`src/rtl/srt_pkg.sv`:
```
// package: codes, constants, types and key helper for the sorted record table
package srt_pkg;

  localparam int SRT_CAPACITY   = 16;
  localparam int SRT_NAME_CHARS = 8;
  localparam int KEY_W          = 64;
  localparam int POS_W          = 8;

  // operation codes
  localparam logic [1:0] OP_ADD    = 2'd0;
  localparam logic [1:0] OP_READ   = 2'd1;
  localparam logic [1:0] OP_SEARCH = 2'd2;

  // status codes
  localparam logic [1:0] ST_OK        = 2'd0;
  localparam logic [1:0] ST_NOT_FOUND = 2'd1;
  localparam logic [1:0] ST_FULL      = 2'd2;

  typedef enum logic {
    S_IDLE,
    S_EXEC
  } srt_state_t;

  // request broadcast to every cell of the chain
  typedef struct packed {
    logic              add_en;
    logic [KEY_W-1:0]  name_k;
    logic [KEY_W-1:0]  surname_k;
    logic [POS_W-1:0]  rd_idx;
  } srt_req_t;

  // keep the top NAME_CHARS bytes up to the first zero byte
  function automatic logic [KEY_W-1:0] srt_canon(input logic [KEY_W-1:0] key);
    logic [KEY_W-1:0] res;
    logic             live;
    int               i;
    res  = '0;
    live = 1'b1;
    for (i = 0; i < 8; i++) begin
      if (key[KEY_W-1-8*i -: 8] == 8'd0) live = 1'b0;
      if (live && (i < SRT_NAME_CHARS)) res[KEY_W-1-8*i -: 8] = key[KEY_W-1-8*i -: 8];
    end
    return res;
  endfunction

endpackage

```
`src/rtl/srt_cell.sv`:
```
// one cell of the sorted chain: holds a record, shifts right on insert
module srt_cell #(
  parameter int CAPACITY = srt_pkg::SRT_CAPACITY,
  parameter int CELL_IDX = 0
) (
  input  logic                                clk,
  input  srt_pkg::srt_req_t                   req,
  input  logic [$clog2(CAPACITY+1)-1:0]       count,
  input  logic                                ins_prev,
  input  logic [srt_pkg::KEY_W-1:0]           prev_name,
  input  logic [srt_pkg::KEY_W-1:0]           prev_surname,
  output logic                                ins,
  output logic [srt_pkg::KEY_W-1:0]           name,
  output logic [srt_pkg::KEY_W-1:0]           surname,
  output logic                                hit,
  output logic                                sel
);
  import srt_pkg::*;

  localparam int CNT_W = $clog2(CAPACITY+1);
  localparam logic [CNT_W-1:0] IDX_C = CNT_W'(CELL_IDX);
  localparam logic [POS_W-1:0] IDX_P = POS_W'(CELL_IDX);

  logic [KEY_W-1:0] name_r;
  logic [KEY_W-1:0] surname_r;
  logic             occ;

  // occupancy from the fill count
  assign occ = IDX_C < count;

  // at or after the insert point: empty, or holds a strictly greater name
  assign ins = !occ || (name_r > req.name_k);

  // exact record match and read select
  assign hit = occ && (name_r == req.name_k) && (surname_r == req.surname_k);
  assign sel = (req.rd_idx == IDX_P);

  assign name    = name_r;
  assign surname = surname_r;

  // take the new record at the insert point, the neighbour's word after it
  always_ff @(posedge clk) begin
    if (req.add_en && ins) begin
      name_r    <= ins_prev ? prev_name    : req.name_k;
      surname_r <= ins_prev ? prev_surname : req.surname_k;
    end
  end

endmodule

```
`config.mk`:
```
export PLATFORM = sky130hd
export DESIGN_NAME = srt_cell
export DESIGN_NICKNAME = d
export VERILOG_FILES = /design/src/rtl/srt_pkg.sv /design/src/rtl/srt_cell.sv
export SDC_FILE = /design/constraint.sdc
export NUM_CORES = 1
export LEC_CHECK = 0
export BUFFER_PORTS_ARGS = -buffer_cell sky130_fd_sc_hd__clkbuf_2
export CELL_PAD_IN_SITES_DETAIL_PLACEMENT = 1
export CELL_PAD_IN_SITES_GLOBAL_PLACEMENT = 2
export CORE_MARGIN = 4
export CORE_UTILIZATION = 27
export DETAILED_ROUTE_END_ITERATION = 8
export MAX_ROUTING_LAYER = met4
export PLACE_DENSITY_LB_ADDON = 0.1
export SYNTH_ARGS = -nofsm -noshare
export SYNTH_HDL_FRONTEND = slang
export SYNTH_SLANG_ARGS = --single-unit
```
`constraint.sdc`:
```
create_clock -name clk -period 12.8 [get_ports clk]
set_clock_uncertainty 0.1 [all_clocks]
set_input_delay 1.28 -clock clk [delete_from_list [all_inputs] [get_ports clk]]
set_output_delay 1.28 -clock clk [all_outputs]
set_load 0.01 [all_outputs]
```
# Word-level counts from Yosys, hierarchy flattened
# Cells that the tools add are included.
# totals
regBits	128
in_bits	272
# op_classes
n_mux	2
reduce_logical	6
n_lt_le_gt_ge	2
n_eq_ne	2
# ops
operator	count
$eq 64x64->1	2
$mux 64	2
$gt 64x64->1	1
$logic_not 8->1	1
$lt 1x5->1 const A	1
$logic_and 1x1->1	3
$logic_not 1->1	1
$logic_or 1x1->1	1

# Logic depth before layout (Yosys ltp)
# Gate-level depths: netlist of run 1.
# depth
word_depth	4
mapped_depth	8
ltp_nobuf	8

# Worst setup path before layout of run 1
# Ideal clock, no wire load.
# synth_path
path_type	input -> register
from	in req[133] (netlist bit)
to	reg name_r[0] (netlist: name[0]) (enable)
arrival_ns	8.564
n_path_buf	0
setup_ns	0.658
stages	8
path_slack_ns	3.478
path_cell_list	inv_1 > ha_1 > nand4_2 > nor4_2 > nand4_1 > a31oi_1 > nor3_1 > a21oi_1
# synth_via
elab_chain_cells	3
# synth_rtl
element	line_no	source
start, declared	srt_cell.sv:7	input srt_pkg::srt_req_t req,
$gt 64x64->1	srt_cell.sv:32	assign ins = !occ || (name_r > req.name_k);
$logic_or 1x1->1	srt_cell.sv:32	
$logic_and 1x1->1	srt_cell.sv:43	if (req.add_en && ins) begin
end signal, assigned	srt_cell.sv:44	name_r <= ins_prev ? prev_name : req.name_k;
end, declared	srt_cell.sv:24	logic [KEY_W-1:0] name_r;
# Every way passes these cells.
# A chain may end at the register's enable or synchronous reset.

# Worst setup path after layout of run 1
# layout_path
from	in req[134] (netlist bit)
to	out ins
# layout_via
elab_chain_cells	2
# layout_rtl
element	line_no	source
$gt 64x64->1	srt_cell.sv:32	
$logic_or 1x1->1	srt_cell.sv:32	
end, declared	srt_cell.sv:12	output logic ins,
# Every way passes these cells.

==> results of run 1 <==
==> worst min-delay path: cells and delay by family <==
| kind | cells | cell delay (ns) |
|---|---|---|
| buffers and inverters | 1 | 0.08 |
| and+or+nand+nor | 1 | 0.04 |
| AOI/OAI and AO/OA | 1 | 0.05 |
==> flip-flops by register name (all words and copies together) (netlist names) <==
| register | cells |
|---|---|
| surname | 64 |
| name | 64 |
==> power by group through the flow <==
stage	Clock, W	Sequential [W]	Combinational, W
final	0.000543	0.000520	0.000227
after global routing	0.000576	0.000523	0.000256
after CTS	0.000559	0.000520	0.000234
after detailed placement	0	0.000529	0.000233
after global placement	0	0.000528	0.000233
after floorplan	0	0.000547	0.000107
==> cell families (layout without fill, tap and decap cells) <==
kind of cell | count (synthesis) | count (layout) | share of synthesized area (%)
xor gates and xnor gates | 64 | 64 | 7.365
and+or+nand+nor | 143 | 143 | 9.420
other | 0 | 1 | 0
adders and majority gates | 64 | 64 | 10.52
DFF | 128 | 128 | 50.50
AOI/OAI and AO/OA | 116 | 116 | 8.236
buffers and inverters | 86 | 503 | 4.340
muxes | 65 | 65 | 9.617
==> metrics by stage <==
| step | instances | setup slack [ns] | hold slack, ns | cell area [um2] |
|---|---|---|---|---|
| 2_1_floorplan | 666 | 3.478 | 1.371 | 7611 |
| 3_3_place_gp | 1429 | 8.020 | 1.457 | 10060 |
| 3_5_place_dp | 1429 | 8.020 | 1.466 | 10060 |
| 4_1_cts | 1461 | 8.144 | 1.015 | 10690 |
| 5_1_grt | 1462 | 8.031 | 1.020 | 10690 |
| 6_report | 1462 | 8.229 | 1.038 | 10690 |
==> cell usage after synthesis (all sizes together) (2+ instances only) <==
master	n	share of area [%]
a21boi	3	0.30
a21o	2	0.20
a21oi	28	1.8
a221oi	3	0.35
buf	7	0.44
clkbuf	14	0.69
edfxtp	128	51
ha	64	11
inv	65	3.2
mux2	65	9.6
nand2	80	3.9
nand2b	2	0.20
nand3	7	0.46
nand4	31	2.8
nor2	6	0.30
nor3	6	0.54
nor4	7	0.82
o21ai	73	4.8
or4	2	0.20
xnor2	64	7.4
==> routing by layer <==
metal / vias up / routed length, um / share of wire [%]
met2: 254 / 14140 / 51
met5: - / 0 / 0
li1: 3229 / - / -
met1: 3065 / 10530 / 38
met3: 12 / 2738 / 9.9
met4: 0 / 221 / 0.80
==> worst max-delay path by stage <==
stage,cells past startpoint,endpoint,start
3_3_place_gp,11,name[41],req[133]
5_1_grt,10,ins,req[97]
3_5_place_dp,11,name[25],req[134]
6_report,9,ins,req[134]
4_1_cts,9,ins,req[134]
2_1_floorplan,8,name[0],req[133]
==> final cells by class <==
cell class	count	share of cell area (%)
timing repair buffer	406	19.16
clock buffer	18	4.014
antenna	1	0.02341
inverter	65	2.282
tap	378	4.424
clock inverter	14	1.896
sequential	128	35.95
multi-input combinational	452	32.25
==> out/metrics.yaml, run 1 <==
use_met2_pct: 30.89
critPathLaunchType: "input pin"
drive_above_1_share_pct: 47.09
synth-seq-area-share_pct: 50.50
dieArea_um2: 30940
cpPeakStageDelay_ns: 0.44
antenna_found_initial: 1
io_buffers: 402
ys_ff_latch: 128
totalWireLength_um: 27630
synth_nets: 1002
grtUsageMet1_pct: 19.19
drc: 0
worstSkewPairLatency_ns: 0.42
syn_to_final_growth_pct: 40.47
pwr-share-clk_pct: 42.1
synthCells: 666
dr.pass1.iters: 4
power.density_nw_per_um2: 120.6
cp_max_fo: 4
path_cells: "clkbuf_2 -> inv_1 -> ha_1 -> nand4_2 -> nor4_2 -> nand4_1 -> or2_1 -> a21boi_1 -> clkbuf_2"
vias_per_cell: 4.487
pwr-share-seq_pct: 40.3
worst_pin_slew_ns: 1.009
cp.required_ns: 11.42
hold_depth: 3
wl_per_cell_um: 18.90
layout_min_cycle_time_ns: 4.571
grt_pass1_wl_um: 40850
grt_max_degree: 115
ios: 403
start_util_pct: 27.40
setup_viol: 0
cts_resized: 0
critPathKind: "in -> out"
min_from: "prev_name[27]"
cp-end-kind: "output port"
post_cts_buffers: 0
final_antenna_net_count: 0
finalPower_w: 0.001290
hp-class: "in -> reg"
path_clk_slew_ns: 0.07
cp_top_family: "simple AND/OR/NAND/NOR gates"
drv_cap: 0
grt_pass1_vias: 7094
p_switching_w: 0.0003521
ctsRootBufferMaster: "clkbuf_16"
die_h_um: 175.9
gp_congestion: 0.7546
p_comb_share_pct: 17.6
hold_violations: 0
outcome: "finished clean"
layout.area.seq_um2: 3844
grt-ovfl-total: 0
synth.distinct_cells: 37
fin_tns_setup_ns: 0
core_area_um2: 27780
p_sw_share_pct: 27.31
clock_sinks: 128
cts.path.max_buffers: 2
die_w_um: 175.9
power.internal_w: 0.0009375
rr_worst_depth: 9
min_to: "name[27]"
nNetsFinal: 1406
utilization_pct: 38.48
critPathSlowestCell: "nor4_2"
numCtsBuffers: 17
maxSlewViolCount: 0
synth_edf_count: 128
max_freq_mhz: 218.8
grt_most_used_layer: "met2"
vias: 6560
rsz0062_at_grt: "false"
rows: 61
worstPathArrival_ns: 3.19
synth_area_per_cell_um2: 11.43
period_share_pct: 35.71
final_common_cell: "clkbuf_2"
postCtsHoldBufs: 0
cts_tree: "yes"
r2r-end: "name[43]"
path_buf_inv: 3
r2r_start: "name[61]"
relSlewSlack_pct: 32.73
synth_area_um2: 7611
track_usage_pct: 17.97
yosysWarnings: 0
r2r_slack_ns: 9.09
use_met3_pct: 8.308
fillers: 3228
cts.htree.levels: 4
worst_path_most_repeated_cell: "clkbuf_2"
ys.flop_type: "edfxtp_1"
final_cell_mix: "clkbuf_2, edfxtp_1, nand2_1"
async_reset_ff_share_pct: 0
p_leak_nw: 4.874
drt_iter0_drc: 202
multi_input_area_um2: 3448
place_hpwl_um: 22260
ir_worst_vdd_mv: 0.05651
No activity file was read; power rests on OpenSTA's default activity.
==> run 2: changes to the inputs <==
ABC_AREA = 1   (was default)
CORE_UTILIZATION = 23   (was 27)
clock period = 4.1 ns   (was 12.8 ns; I/O delays follow)
==> out/metrics.yaml, run 2 <==
ys.flop_type: "edfxtp_1"  # unchanged
pwr-share-clk_pct: 39.1  # was 42.1%
r2r_start: "name[49]"  # was name[61]
worstSkewPairLatency_ns: 0.43  # was 0.42 ns
drc: 0  # unchanged
place_hpwl_um: 24030  # was 22260 um
wl_per_cell_um: 17.45  # was 18.90 um
final_cell_mix: "clkbuf_2, nand2_1, edfxtp_1"  # was clkbuf_2, edfxtp_1, nand2_1
ir_worst_vdd_mv: 0.2815  # was 0.05651 mV
maxSlewViolCount: 0  # unchanged
core_area_um2: 33450  # was 27780 um2
drv_cap: 0  # unchanged
rsz0062_at_grt: "false"  # unchanged
synth_edf_count: 128  # unchanged
drive_above_1_share_pct: 40.31  # was 47.09%
power.density_nw_per_um2: 353.2  # was 120.6 nW/um2
critPathSlowestCell: "edfxtp_1"  # was nor4_2
pwr-share-seq_pct: 42.1  # was 40.3%
yosysWarnings: 0  # unchanged
synthTopCellsByArea: "edfxtp_1, ha_1, nand2_1"  # was edfxtp_1, ha_1, mux2_2
die_h_um: 191.9  # was 175.9 um
path_clk_slew_ns: 0.06  # was 0.07 ns
p_comb_share_pct: 18.8  # was 17.6%
min_from: "prev_name[55]"  # was prev_name[27]
synth_most_common_cell: "nand2_1"  # was edfxtp_1
yosysTopAreaCell: "edfxtp_1"  # unchanged
dieArea_um2: 36840  # was 30940 um2
synth_nets: 1130  # was 1002
p_leak_nw: 5.209  # was 4.874 nW
synth_area_per_cell_um2: 9.802  # was 11.43 um2
ios: 403  # unchanged
startpoint: "name[49]"  # was req[134]
track_usage_pct: 15.80  # was 17.97%
grt-ovfl-total: 0  # unchanged
syn_to_final_growth_pct: 40.98  # was 40.47%
nNetsFinal: 1536  # was 1406
cts_tree: "yes"  # unchanged
critPathKind: "reg -> out"  # was in -> out
grt_pass1_vias: 7579  # was 7094
critPathLaunchType: "register"  # was input pin
top_layer: "met4"  # unchanged
cpPeakStageDelay_ns: 0.40  # was 0.44 ns
power.internal_w: 0.002839  # was 0.0009375 W
cts_resized: 0  # unchanged
layout_min_cycle_time_ns: 2.977
grt_max_degree: 69  # was 115
worst_pin_slew_ns: 0.6195  # was 1.009 ns
wl_met1_um: 11770  # was 10530 um
relSlewSlack_pct: 58.70  # was 32.73%
wl_met3_um: 2375  # was 2738 um
clock_sinks: 128  # unchanged
p_switching_w: 0.001036  # was 0.0003521 W
pre_cts_ws_ns: 0.9447  # was 8.020 ns
vias_per_cell: 4.232  # was 4.487
ctsRootBufferMaster: "clkbuf_16"  # unchanged
dr.pass1.iters: 4  # unchanged
post_cts_buffers: 0  # unchanged
die_w_um: 191.9  # was 175.9 um
cts.htree.levels: 4  # unchanged
cp-end-kind: "output port"  # unchanged
start_util_pct: 23.27  # was 27.40%
synth_area_um2: 7782  # was 7611 um2
yosysTopAreaCellShare_pct: 49.39  # was 50.50%
period_share_pct: 72.62
post_dp_cell_area_um2: 10400  # was 10060 um2
cp.required_ns: 3.59  # was 11.42 ns
rows: 67  # was 61
setup_viol: 0  # unchanged
synth_common_cells: "nand2_1, edfxtp_1, o21ai_0"  # was edfxtp_1, nand2_1, o21ai_0
hp-class: "in -> reg"  # unchanged
p_sw_share_pct: 26.74  # was 27.31%
grt_pass1_wl_um: 42840  # was 40850 um
wl_met2_um: 14520  # was 14140 um
r2r_slack_ns: 1.15  # was 9.09 ns
fin_ws_ns: 1.123  # was 8.229 ns
synthCells: 794  # was 666
vias: 7042  # was 6560
worst_path_most_repeated_cell: "nand2_1"  # was clkbuf_2
cp_max_fo: 2  # was 4
gp_congestion: 0.7507  # was 0.7546
stdcell_area_um2: 10970  # was 10690 um2
async_reset_ff_share_pct: 0  # unchanged
synth.distinct_cells: 35  # was 37
antenna_found_initial: 3  # was 1
drt_iter0_drc: 229  # was 202
ys_ff_latch: 128  # unchanged
synth-seq-area-share_pct: 49.39  # was 50.50%
final_antenna_net_count: 0  # unchanged
hold_violations: 0  # unchanged
postCtsHoldBufs: 0  # unchanged
io_buffers: 402  # unchanged
max_freq_mhz: 335.9
final_common_cell: "clkbuf_2"  # unchanged
numCtsBuffers: 17  # unchanged
outcome: "finished clean"  # unchanged
cts.path.max_buffers: 2  # unchanged
path_cells: "ha_1 -> nand2_1 -> nor4_2 -> nand2_1 -> nor2_2 -> nand3_2 -> inv_1 -> nand4_1 -> nor2_1 -> clkbuf_2"  # was clkbuf_2 -> inv_1 -> ha_1 -> nand4_2 -> nor4_2 -> nand4_1 -> or2_1 -> a21boi_1 -> clkbuf_2
worstPathArrival_ns: 2.47  # was 3.19 ns
totalWireLength_um: 29030  # was 27630 um
run 2: cell type report:
type / count / area [um2]
fillers: 3970 / 22480
repair buffers: 410 / 2128
flip-flops and latches: 128 / 3844
inverters: 97 / 364.1
clock inverters: 10 / 117.6
clock buffers: 22 / 444.2
multi-input cells: 546 / 3506
diodes: 3 / 7.507
well taps: 448 / 560.5
run 2: final timing paths:
| check | end | cells after the start |
|---|---|---|
| worst min register to register | name[31] | 6 |
| worst max register to register | surname[15] | 10 |
| worst min-delay path | name[55] | 3 |
| worst max-delay path | hit | 10 |
run 2: stage by stage:
stage / TNS [ns] / util [%] / power (W) / instances / hold slack (ns)
6_report: 0 / 32.80 / 0.003875 / 1664 / 0.1582
5_1_grt: 0 / 32.80 / 0.004106 / 1664 / 0.1440
4_1_cts: 0 / 32.78 / 0.003953 / 1661 / 0.1318
3_5_place_dp: 0 / 31.10 / 0.002408 / 1629 / 0.5949
3_3_place_gp: 0 / 31.10 / 0.002402 / 1629 / 0.5871
2_1_floorplan: -0.4109 / - / 0.002032 / 794 / 0.5012
run 2: routing by layer:
| metal | vias up | GRT usage (%) |
|---|---|---|
| met4 | 0 | 4.006 |
| met1 | 3270 | 18.05 |
| met3 | 16 | 5.961 |
| li1 | 3548 | - |
| met5 | - | - |
| met2 | 208 | 26.26 |
run 2: cells by family after synthesis:
family	Yosys count	synth area share [%]
xor gates and xnor gates	33	3.714
adders and majority gates	64	10.29
DFF	128	49.39
AOI/OAI and AO/OA	143	9.791
buffers and inverters	120	5.900
and+or+nand+nor	258	13.97
muxes	48	6.945
run 2: critical path: cells and delay by family (launching register included):
family	cells	cell delay [ns]
adder cells (fa/ha/maj)	1	0.32
buffers and inverters	2	0.28
flip-flops	1	0.40
AND/OR/NAND/NOR	7	1.04
run 2: power by group through the flow:
stage | Sequential [W] | Combinational, W | Clock [W]
after floorplan | 0.00170 | 0.000335 | 0
after global placement | 0.00166 | 0.000747 | 0
after detailed placement | 0.00166 | 0.000750 | 0
after CTS | 0.00163 | 0.000754 | 0.00157
after global routing | 0.00164 | 0.000833 | 0.00163
final | 0.00163 | 0.000730 | 0.00152
